**config.mk**
```make
export PLATFORM = sky130hd
export DESIGN_NAME = rrb_ctrl
export DESIGN_NICKNAME = d
export VERILOG_FILES = /design/src/rtl/core/rrb_pkg.sv /design/src/rtl/core/rrb_ctrl.sv
export SDC_FILE = /design/constraint.sdc
export NUM_CORES = 1
export LEC_CHECK = 0
export ABC_AREA = 1
export BUFFER_PORTS_ARGS = -buffer_cell sky130_fd_sc_hd__buf_4
export CAP_MARGIN = 15
export CORE_AREA = 2 2 39 41
export DETAILED_ROUTE_END_ITERATION = 8
export DIE_AREA = 0 0 41 43
export PLACE_DENSITY = 0.51
export SYNTH_ARGS = -nofsm -noshare
export SYNTH_HDL_FRONTEND = slang
export SYNTH_SLANG_ARGS = --single-unit
export TNS_END_PERCENT = 50
```
**constraint.sdc**
```tcl
create_clock -name i_clk -period 0.9 [get_ports i_clk]
set_input_delay 0.135 -clock i_clk [delete_from_list [all_inputs] [get_ports i_clk]]
set_output_delay 0.135 -clock i_clk [all_outputs]
set_load 0.01 [all_outputs]
```
**src/rtl/core/rrb_pkg.sv**
```systemverilog
// Shared types and constants of the record ring buffer.
`default_nettype none
package rrb_pkg;
    localparam int unsigned BUFFER_WORDS = 1024;
    localparam int unsigned KIND_W  = 3;
    localparam int unsigned LEN_W   = 13;
    localparam int unsigned STAT_W  = 3;
    localparam int unsigned CNT_W   = 10;
    localparam int unsigned FREED_W = 11;
    localparam int unsigned WORD_W  = 64;
    localparam logic [LEN_W-1:0] MAX_LEN   = 13'd8184;
    localparam logic [CNT_W-1:0] MAX_COUNT = 10'd1023;

    localparam logic [KIND_W-1:0] K_BEGIN_WR = 3'd0;
    localparam logic [KIND_W-1:0] K_WRITE    = 3'd1;
    localparam logic [KIND_W-1:0] K_END_WR   = 3'd2;
    localparam logic [KIND_W-1:0] K_BEGIN_RD = 3'd3;
    localparam logic [KIND_W-1:0] K_READ     = 3'd4;
    localparam logic [KIND_W-1:0] K_END_RD   = 3'd5;

    localparam logic [STAT_W-1:0] ST_OK      = 3'd0;
    localparam logic [STAT_W-1:0] ST_NOSPACE = 3'd1;
    localparam logic [STAT_W-1:0] ST_NODATA  = 3'd2;
    localparam logic [STAT_W-1:0] ST_CORRUPT = 3'd3;
    localparam logic [STAT_W-1:0] ST_BADSEQ  = 3'd4;

    // commands from controller to datapath
    typedef struct packed {
        logic load;       // capture input item
        logic hdr_rd;     // read header at read pointer
        logic exec;       // perform the item's operation
        logic evict;      // drop oldest record
    } t_cmd;

    // status from datapath to controller
    typedef struct packed {
        logic need_hdr;   // item needs header check at read pointer
        logic want_evict; // begin write lacks space, try eviction
        logic evict_ok;   // oldest header is evictable
    } t_stat;
endpackage
`default_nettype wire

```
**src/rtl/core/rrb_ctrl.sv**
```systemverilog
// Controller sequencing each item through header fetch, eviction and result.
`default_nettype none
module rrb_ctrl (
    input  wire logic          i_clk,
    input  wire logic          i_rst_n,
    input  wire logic          i_in_valid,
    output logic               o_in_ready,
    output logic               o_out_valid,
    input  wire logic          i_out_ready,
    input  wire rrb_pkg::t_stat i_stat,
    output rrb_pkg::t_cmd      o_cmd
);
    import rrb_pkg::*;

    typedef enum logic [4:0] {
        S_IDLE  = 5'b00001,
        S_DEC   = 5'b00010,
        S_HDR   = 5'b00100,
        S_CHK   = 5'b01000,
        S_OUT   = 5'b10000
    } t_state;

    t_state r_state, n_state;

    always_comb begin
        n_state     = r_state;
        o_cmd       = '0;
        o_in_ready  = 1'b0;
        o_out_valid = 1'b0;
        case (r_state)
            S_IDLE: begin
                o_in_ready = 1'b1;
                if (i_in_valid) begin
                    o_cmd.load = 1'b1;
                    n_state = S_DEC;
                end
            end
            S_DEC: begin
                // fetch the oldest header when the item or an eviction needs it
                if (i_stat.need_hdr || i_stat.want_evict) begin
                    o_cmd.hdr_rd = 1'b1;
                    n_state = S_HDR;
                end else begin
                    o_cmd.exec = 1'b1;
                    n_state = S_OUT;
                end
            end
            S_HDR: n_state = S_CHK;
            S_CHK: begin
                if (i_stat.want_evict && i_stat.evict_ok) begin
                    o_cmd.evict = 1'b1;
                    n_state = S_DEC;
                end else begin
                    o_cmd.exec = 1'b1;
                    n_state = S_OUT;
                end
            end
            S_OUT: begin
                o_out_valid = 1'b1;
                if (i_out_ready) n_state = S_IDLE;
            end
            default: n_state = S_IDLE;
        endcase
    end

    always_ff @(posedge i_clk) begin
        if (!i_rst_n) r_state <= S_IDLE;
        else          r_state <= n_state;
    end
endmodule
`default_nettype wire

```
==> summary.txt, run 1 <==
Layout
  – N_diodes: 0
  – Layout cell share with drive strength beyond 1: roughly three fifths
  – Final nets: 83
  – Biggest regs: r_state: 5 flops
  – Area Overhead vs Synth: 78.3%
  – Reg with most FFs: r_state
  – Largest register FFs: 5
  – Fill count: 158

Timing
  – Fin. Hold Viols: 0
  – Max-slew violations: 0
  – RSZ-0062 raised after global routing: true
  – TNS Setup: -2560 ps
  – Clock skew: 1.93 ps
  – Hold Slack: 96.2 ps
  – F_max: ~790 MHz
  – Max-slew headroom at the worst pin: a little under 90%
  – Setup slack after layout: -359 ps
  – Setup violations, final: 10
  – Worst slew pin tran: ~200 ps
  – Period utilisation layout: 140%
  – Fin crit period: between 1000 and 1500 ps

Yosys
  – Post-synthesis sequential area ratio: a little under a third
  – Synth top area share: 31.5%
  – Synthesized area: roughly 320 sq um
  – Post-Syn Instances: 49
  – Syn_area_per_cell: between 6 and 7 sq um
  – Net Count, Synth: 56
  – Synth cell types: 14
  – Synth warnings: 0
  – Synth Register Bits: 5
  – Yosys top cell by area: dfxtp_1
  – Area contributors post-synth: dfxtp_1 (31%), inv_1 (11%), nand2_1 (11%)

Flow run
  – Maxcap violations: 0

Worst setup path
  – Worst Setup Path Type: flop to primary output
  – CP max FO: 4
  – Worst EP required: roughly 760 ps
  – CP Cell Sequence: nor2_4 -> nand2_4 -> nor2_2 -> nand2_1 -> nand2_1 -> buf_4
  – Element type at the critical path end: primary output
  – CP peak stage delay: between 300 and 400 ps
  – Crit path max-delay cell type: dfxtp_2
  – CP arrival: between 1000 and 1500 ps
  – CP most frequent cell: nand2_1
  – Startpoint types: flop

Die
  – Starting Density: 23.0%
  – Die Wd: between 40 and 50 microns
  – Die height: ~43 microns
  – Row Count: 14
  – Core area: approximately 1400 sq um
  – I/O pin count: 13
  – DIE AREA: roughly 1800 sq um

Clocking
  – Clk slew on worst S/H paths: about 40 ps
  – Clock root buffer: clkbuf_4
  – TritonCTS clock tree: built
  – Hold Buf Count CTS: 0
  – CTS buffer count: 3
  – Clock Path Buffers: 2
  – H-tree depth: 1
  – Worst skew pair latency: around 240 ps
  – Clk sink count: 5

Min path
  – Worst Hold Class: input pin to flop

Route
  – Drt drc: 0
  – DR WL/cell: approximately 9.5 microns
  – Pre-antenna DRT Iters: 2
  – Vias: slightly below 400
  – Routed WL: between 800 and 900 microns
  – Starting DRC count in detailed routing: 5
  – Via density: between 4 and 5
  – Routed Antenna Nets: 0

Global routing
  – Initial antenna violation count: 0
  – First-pass GRT wire length: 1.35 mm
  – Total track usage: a little under an eighth
  – Vias in the first global route: between 300 and 400
  – GRT overflow: 0
  – Largest net degree at the start of global routing: 6

Placement
  – Post-Place Worst Slack: -141 ps
  – Port bufs: 12
  – HPWL Detailed: about 640 microns
  – GP Congestion: roughly 0.74

Power
  – Worst vdd ir: around 0.94 mV
  – Pwr per Cell Area: about 1700 nW/um^2
  – Leakage: 0.000293 uW
  – Design Power: around 970 uW

Run status
  – Run status: finished with violations
  – Failing checks: setup timing
-- final timing paths --
check,from,to,slack (ps),cells after the start
min reg2reg,r_state[2],r_state[3],590,3
max reg2reg,r_state[3],r_state[0],-220,7
max,r_state[0],o_cmd[1],-360,6
min,i_rst_n,r_state[4],100,3
-- layout by cell type, fill, tap and decap left out, types with 2 or more instances in the layout --
cell / netlist / routed
buf_4: 0 / 21
inv_1: 9 / 8
nand2_1: 9 / 8
nor2_1: 8 / 6
dfxtp_2: 0 / 5
nor2_2: 2 / 3
nand3_1: 4 / 3
nand4_1: 3 / 3
clkbuf_4: 0 / 3
inv_2: 1 / 2
nor2_4: 1 / 2
nand2_2: 2 / 2
nor3_2: 1 / 2
-- through the flow --
stage	instances	utilization, %	cell area (sq um)
floorplan	49	-	325
global placement	83	34.7	480
detailed placement	83	34.7	480
CTS	89	38.9	538
global route	91	41.0	567
finish	91	41.0	567
-- cell usage after synthesis, drive strengths merged --
| cell | count |
|---|---|
| a21oi | 1 |
| dfxtp | 5 |
| inv | 10 |
| nand2 | 11 |
| nand3 | 4 |
| nand4 | 3 |
| nor2 | 11 |
| nor3 | 4 |
-- where the power goes --
part	internal [uW]	total, uW	switching (uW)
logic	209	422	214
registers	253	288	34.9
clock network	167	257	89.1
total	629	967	338
-- metal layers --
layer | part of all wire (%) | vias to the layer above | global-route usage, %
met5 | 0 | - | 0
met4 | 1.3 | 0 | 8.00
met3 | 6.0 | 2 | 4.71
met2 | 48 | 9 | 16.9
met1 | 45 | 171 | 13.2
li1 | - | 205 | -
-- critical path, delay by kind of cell (launching register included) --
kind	cells	cell delay (ps)
buf+inv	1	110
flops	1	330
simple gates	5	440
-- cell type report --
| class | instances | area, sq um | share of cell area (%) |
|---|---|---|---|
| Multi-Input combinational cell | 34 | 208 | 36.6 |
| Sequential cell | 5 | 106 | 18.8 |
| Inverter | 10 | 37.5 | 6.62 |
| Timing Repair Buffer | 22 | 169 | 29.8 |
| Tap cell | 16 | 20.0 | 3.53 |
| Clock buffer | 4 | 26.3 | 4.64 |
-- timing repair --
item,4_1_cts,5_1_grt
pin swaps,2,1
gates resized for setup,6,5
setup buffers,2,2
endpoints found under the setup margin,10,11
gates cloned,0,0
-- cells by family after synthesis --
kind of cell,share of synthesized area [%]
AOI/OAI and AO/OA,1.57
and+or+nand+nor,55.1
buffers and inverters,11.8
DFF,31.5
Note: power is estimated with default switching activity, not from simulation.
==> inputs of run 2 (changes only) <==
BUFFER_PORTS_ARGS = default   (was -buffer_cell sky130_fd_sc_hd__buf_4)
DONT_BUFFER_PORTS = 1   (was default)
PLACE_DENSITY = 0.42   (was 0.51)
==> summary.txt, run 2 (synthesis gave the netlist of run 1 again) <==
Clocking
  – Worst skew pair latency: about 240 ps
  – Clock root buffer: clkbuf_4
  – TritonCTS clock tree: built
  – Clk sink count: 5
  – Clock Path Buffers: 2
  – Clk slew on worst S/H paths: approximately 40 ps
  – CTS buffer count: 3
  – H-tree depth: 1

Timing
  – Max-slew headroom at the worst pin: 79.1%
  – F_max: between 800 and 900 MHz
  – Fin. Hold Viols: 0
  – Period utilisation layout: 135%
  – Clock skew: about 2.0 ps
  – Setup slack after layout: -315 ps
  – Setup violations, final: 11
  – Max-slew violations: 0
  – Fin crit period: between 1000 and 1500 ps
  – Hold Slack: 117 ps
  – RSZ-0062 raised after global routing: true
  – Worst slew pin tran: 313 ps

Worst setup path
  – Worst r2r src: r_state[0]
  – CP Cell Sequence: nor2_4 -> buf_4 -> nand2_1 -> nor2_2
  – Worst Setup Path Type: flop to primary output
  – Worst-case reg-to-reg path depth: 7
  – CP arrival: between 1000 and 1500 ps
  – Flop2flop setup slack: -200 ps
  – CP peak stage delay: between 300 and 400 ps
  – CP max FO: 6
  – CP delay by family, top: simple AND/OR/NAND/NOR gates
  – Element type at the critical path end: primary output
  – Crit path max-delay cell type: dfxtp_4
  – R2R Path End: r_state[0]
  – Startpoint types: flop
  – Worst EP required: ~760 ps
  – Buf/Inv on CP: 1

Layout
  – Layout cell share with drive strength beyond 1: between 50% and 60%
  – Final nets: between 70 and 80
  – Reg with most FFs: r_state
  – Largest register FFs: 5
  – Area Overhead vs Synth: 64.2%
  – Fill count: around 140
  – Biggest regs: r_state: 5 flops
  – Post-route cell area: around 520 sq um
  – Commonest cells after routing, fill and taps aside: buf_4 (9), inv_1 (8), nand2_1 (6)
  – Final core occ: between 30 and 40%
  – Most common cell after layout, fill and taps aside: buf_4
  – FF+latch area: between 100 and 150 sq um
  – Multi-input logic area: 241 sq um
  – N_diodes: 0

Min path
  – Hold endpoint: r_state[3]
  – Hold depth: 2
  – Worst Hold Class: input pin to flop
  – Hold Crit Start: i_rst_n

Die
  – I/O pin count: 13
  – Die Wd: ~41 microns
  – Die height: ~43 microns
  – Core area: 1380 sq um
  – DIE AREA: roughly 1800 sq um
  – Row Count: 14
  – Starting Density: a little under a quarter

Route
  – Vias: about 350
  – Routed WL: around 760 microns
  – Routed Antenna Nets: 0
  – DR WL/cell: between 9 and 10 microns
  – Drt drc: 0
  – Via density: 4.35
  – Pre-antenna DRT Iters: 4
  – Starting DRC count in detailed routing: 5

Flow run
  – Maxcap violations: 0

Power
  – Leakage: roughly 0.00024 uW
  – Pwr per Cell Area: 1790 nW/um^2
  – Worst vdd ir: between 0.6 and 0.7 mV

Global routing
  – Total track usage: 11.1%
  – First-pass GRT wire length: 1.28 mm
  – Initial antenna violation count: 0
  – Vias in the first global route: about 350
  – Largest net degree at the start of global routing: 7
  – GRT overflow: 0

Placement
  – Post-Place Cell Area: ~410 sq um
  – HPWL Detailed: around 620 microns
  – Port bufs: 0
  – GP Congestion: 0.704

Run status
  – Failing checks: setup timing
  – Run status: finished with violations
run 2: stage by stage:
stage | TNS [ps] | setup slack (ps) | cells | power [uW]
2_1_floorplan | -52.8 | -29.1 | 49 | 483
3_3_place_gp | -888 | -147 | 73 | 582
3_5_place_dp | -891 | -134 | 73 | 580
4_1_cts | -2370 | -326 | 79 | 905
5_1_grt | -3200 | -388 | 80 | 1020
6_report | -2410 | -315 | 80 | 933
run 2: final cells by class:
class                   instances  share of cell area (%)
multi-input cells              34                    46.3
flip-flops and latches          5                    20.6
repair buffers                 11                    17.0
inverters                      10                    7.19
clock buffers                   4                    5.04
well taps                      16                    3.84
run 2: worst max path at each step:
stage,to,depth (start not counted),startpoint
floorplan,r_state[0],6,r_state[2]
global placement,r_state[0],6,r_state[2]
detailed placement,r_state[0],6,r_state[2]
CTS,o_out_valid,4,r_state[3]
global route,o_out_valid,4,r_state[2]
finish,o_out_valid,4,r_state[2]
run 2: power breakdown:
group,switching [uW],leakage (uW),internal (uW)
combinational,219,0.000188,175
sequential,33.6,0.0000422,251
clock,87.6,0.0000150,167
run 2: what timing repair did:
item	CTS	global route
hold buffers	1	0
resized for setup	12	8
pin swaps	4	4
buffers inserted	1	1
endpoints found under the setup margin	11	11
endpoints found under the hold margin	2	0
run 2: metal layers:
metal  track usage [%]  part of all wire, %
met1              11.3                   43
met3              3.66                  4.1
met5                 0                    0
met2              16.6                   53
met4              10.0                    0
==> inputs of run 3 (changes only) <==
ABC_AREA = 0   (was 1)
PLACE_DENSITY = 0.46   (was 0.42)
==> summary.txt, run 3 <==
Run status
  – Run status: finished with violations
  – Failing checks: setup timing

Layout
  – Biggest regs: r_state: 5 flops
  – Largest register FFs: 5
  – Area Overhead vs Synth: 78.0%
  – N_diodes: 0
  – Fill count: approximately 130
  – Commonest cells after routing, fill and taps aside: buf_4 (12), buf_6 (5), nor3b_4 (3), clkbuf_4 (3), dfxtp_2 (3)
  – Layout cell share with drive strength beyond 1: about two thirds
  – Final nets: between 60 and 70
  – Final core occ: roughly 46%
  – Most common cell after layout, fill and taps aside: buf_4
  – Reg with most FFs: r_state

Worst setup path
  – Startpoint types: flop
  – CP max FO: 2
  – Worst EP required: about 760 ps
  – Worst-case reg-to-reg path depth: 4
  – CP arrival: between 1000 and 1500 ps
  – CP Cell Sequence: or4b_4 -> nor3b_4 -> buf_6
  – CP peak stage delay: ~550 ps
  – Worst Setup Path Type: flop to primary output
  – Critical path depth: 3
  – Worst r2r src: r_state[3]
  – Flop2flop setup slack: -560 ps
  – CP delay by family, top: simple AND/OR/NAND/NOR gates
  – Element type at the critical path end: primary output
  – R2R Path End: r_state[0]
  – Crit path max-delay cell type: or4b_4
  – Buf/Inv on CP: 1

Yosys
  – Area contributors post-synth: dfxtp_1 (28%), nor4b_4 (6.6%), nor3b_1 (6.3%)
  – Synth Flop Type: dfxtp_1
  – Net Count, Synth: 44
  – Synth cell types: 25
  – Post-Syn Instances: 37
  – Synth Register Bits: 5
  – Commonest cells post-synth: dfxtp_1 (5), nor2_1 (4), nor3_1 (3), nor3b_1 (3), nor2b_1 (2)
  – Synthesized area: around 360 sq um
  – Yosys top cell by area: dfxtp_1
  – Top-count cell post-synth: dfxtp_1
  – Async set or reset register ratio after synthesis: 0%
  – Post-synthesis sequential area ratio: around 28%
  – Synth top area share: between 20% and 30%
  – Synth warnings: 0
  – EDFF count, synth: 0
  – Syn_area_per_cell: roughly 9.7 sq um

Route
  – Drt drc: 0
  – DR WL/cell: roughly 15 microns
  – Starting DRC count in detailed routing: 9
  – Pre-antenna DRT Iters: 4
  – Via density: 5.27
  – Routed Antenna Nets: 0
  – Vias: around 390
  – Routed WL: 1.10 mm

Timing
  – Setup violations, final: 11
  – Fin. Hold Viols: 0
  – F_max: 624 MHz
  – Hold Slack: roughly 20 ps
  – Fin crit period: between 1500 and 2000 ps
  – Clock skew: 6.21 ps
  – Period utilisation layout: 178%
  – Max-slew headroom at the worst pin: between 80% and 90%
  – Worst slew pin tran: roughly 270 ps
  – Setup slack after layout: -703 ps
  – RSZ-0062 raised after global routing: true
  – Max-slew violations: 0

Clocking
  – H-tree depth: 1
  – Clk sink count: 5
  – TritonCTS clock tree: built
  – Worst skew pair latency: approximately 240 ps
  – CTS buffer count: 3
  – Clock root buffer: clkbuf_4
  – Clk slew on worst S/H paths: approximately 50 ps
  – Clock Path Buffers: 2

Die
  – Core area: 1380 sq um
  – Die height: between 40 and 50 microns
  – Starting Density: 25.9%
  – Die Wd: approximately 41 microns
  – Row Count: 14
  – I/O pin count: 13
  – DIE AREA: around 1800 sq um

Power
  – Leakage: 0.000232 uW
  – Design Power: 675 uW
  – Worst vdd ir: around 0.57 mV
  – Pwr per Cell Area: ~1100 nW/um^2

Placement
  – HPWL Detailed: around 740 microns
  – GP Congestion: between 0.7 and 0.8
  – Port bufs: 0

Min path
  – Hold endpoint: r_state[4]
  – Worst Hold Class: input pin to flop
  – Hold Crit Start: i_rst_n
  – Hold depth: 1

Global routing
  – Largest net degree at the start of global routing: 12
  – First-pass GRT wire length: 1.75 mm
  – Vias in the first global route: around 390
  – Initial antenna violation count: 0
  – Total track usage: about 15%
  – GRT overflow: 0

Flow run
  – Maxcap violations: 0
run 3: how the worst max path moves through the flow:
stage	slack (ps)	to	from
after floorplan	-380	r_state[2]	r_state[2]
after global placement	-410	o_cmd[3]	r_state[3]
after detailed placement	-450	o_cmd[3]	r_state[3]
after CTS	-710	o_cmd[3]	r_state[1]
after global routing	-730	o_cmd[3]	r_state[1]
final	-700	o_cmd[3]	r_state[1]
run 3: what timing repair did:
action	in CTS	in global routing
buffers inserted	3	2
endpoints found under the setup margin	11	11
hold buffers	1	0
pin swaps	5	6
hold endpoints to repair	1	0
resized for setup	14	10
run 3: per-layer routing:
metal  wire [microns]  global-route usage [%]
met1              412                    15.8
met5                0                       0
met3               98                    8.38
met2              593                    23.8
met4                0                    4.00
run 3: power by group:
group	internal (uW)	total, uW	switching, uW	leakage [uW]
Clock	168	261	93.5	0.0000150
Sequential	229	237	7.69	0.0000423
Combinational	102	177	75.3	0.000174
Total	499	675	176	0.000232
run 3: layout make-up:
cell class / count / area [sq um] / share of cell area (%)
Clock buffer: 4 / 26.3 / 4.13
Timing Repair Buffer: 18 / 156 / 24.6
Sequential cell: 5 / 108 / 16.9
Tap cell: 16 / 20.0 / 3.14
Multi-Input combinational cell: 30 / 327 / 51.3
run 3: cells by family after synthesis:
group	count (synthesis)	share of synthesized area, %
flops	5	28.0
simple gates	21	48.2
xor+xnor	1	2.45
buf+inv	2	4.19
compound gates	8	17.1
run 3: per-stage QoR:
stage | cells | setup TNS [ps] | cell area (sq um) | worst slack, ps
2_1_floorplan | 37 | -3080 | 380 | -377
3_3_place_gp | 63 | -3540 | 472 | -410
3_5_place_dp | 63 | -3760 | 472 | -451
4_1_cts | 71 | -5220 | 583 | -708
5_1_grt | 73 | -5910 | 637 | -725
6_report | 73 | -5500 | 637 | -703
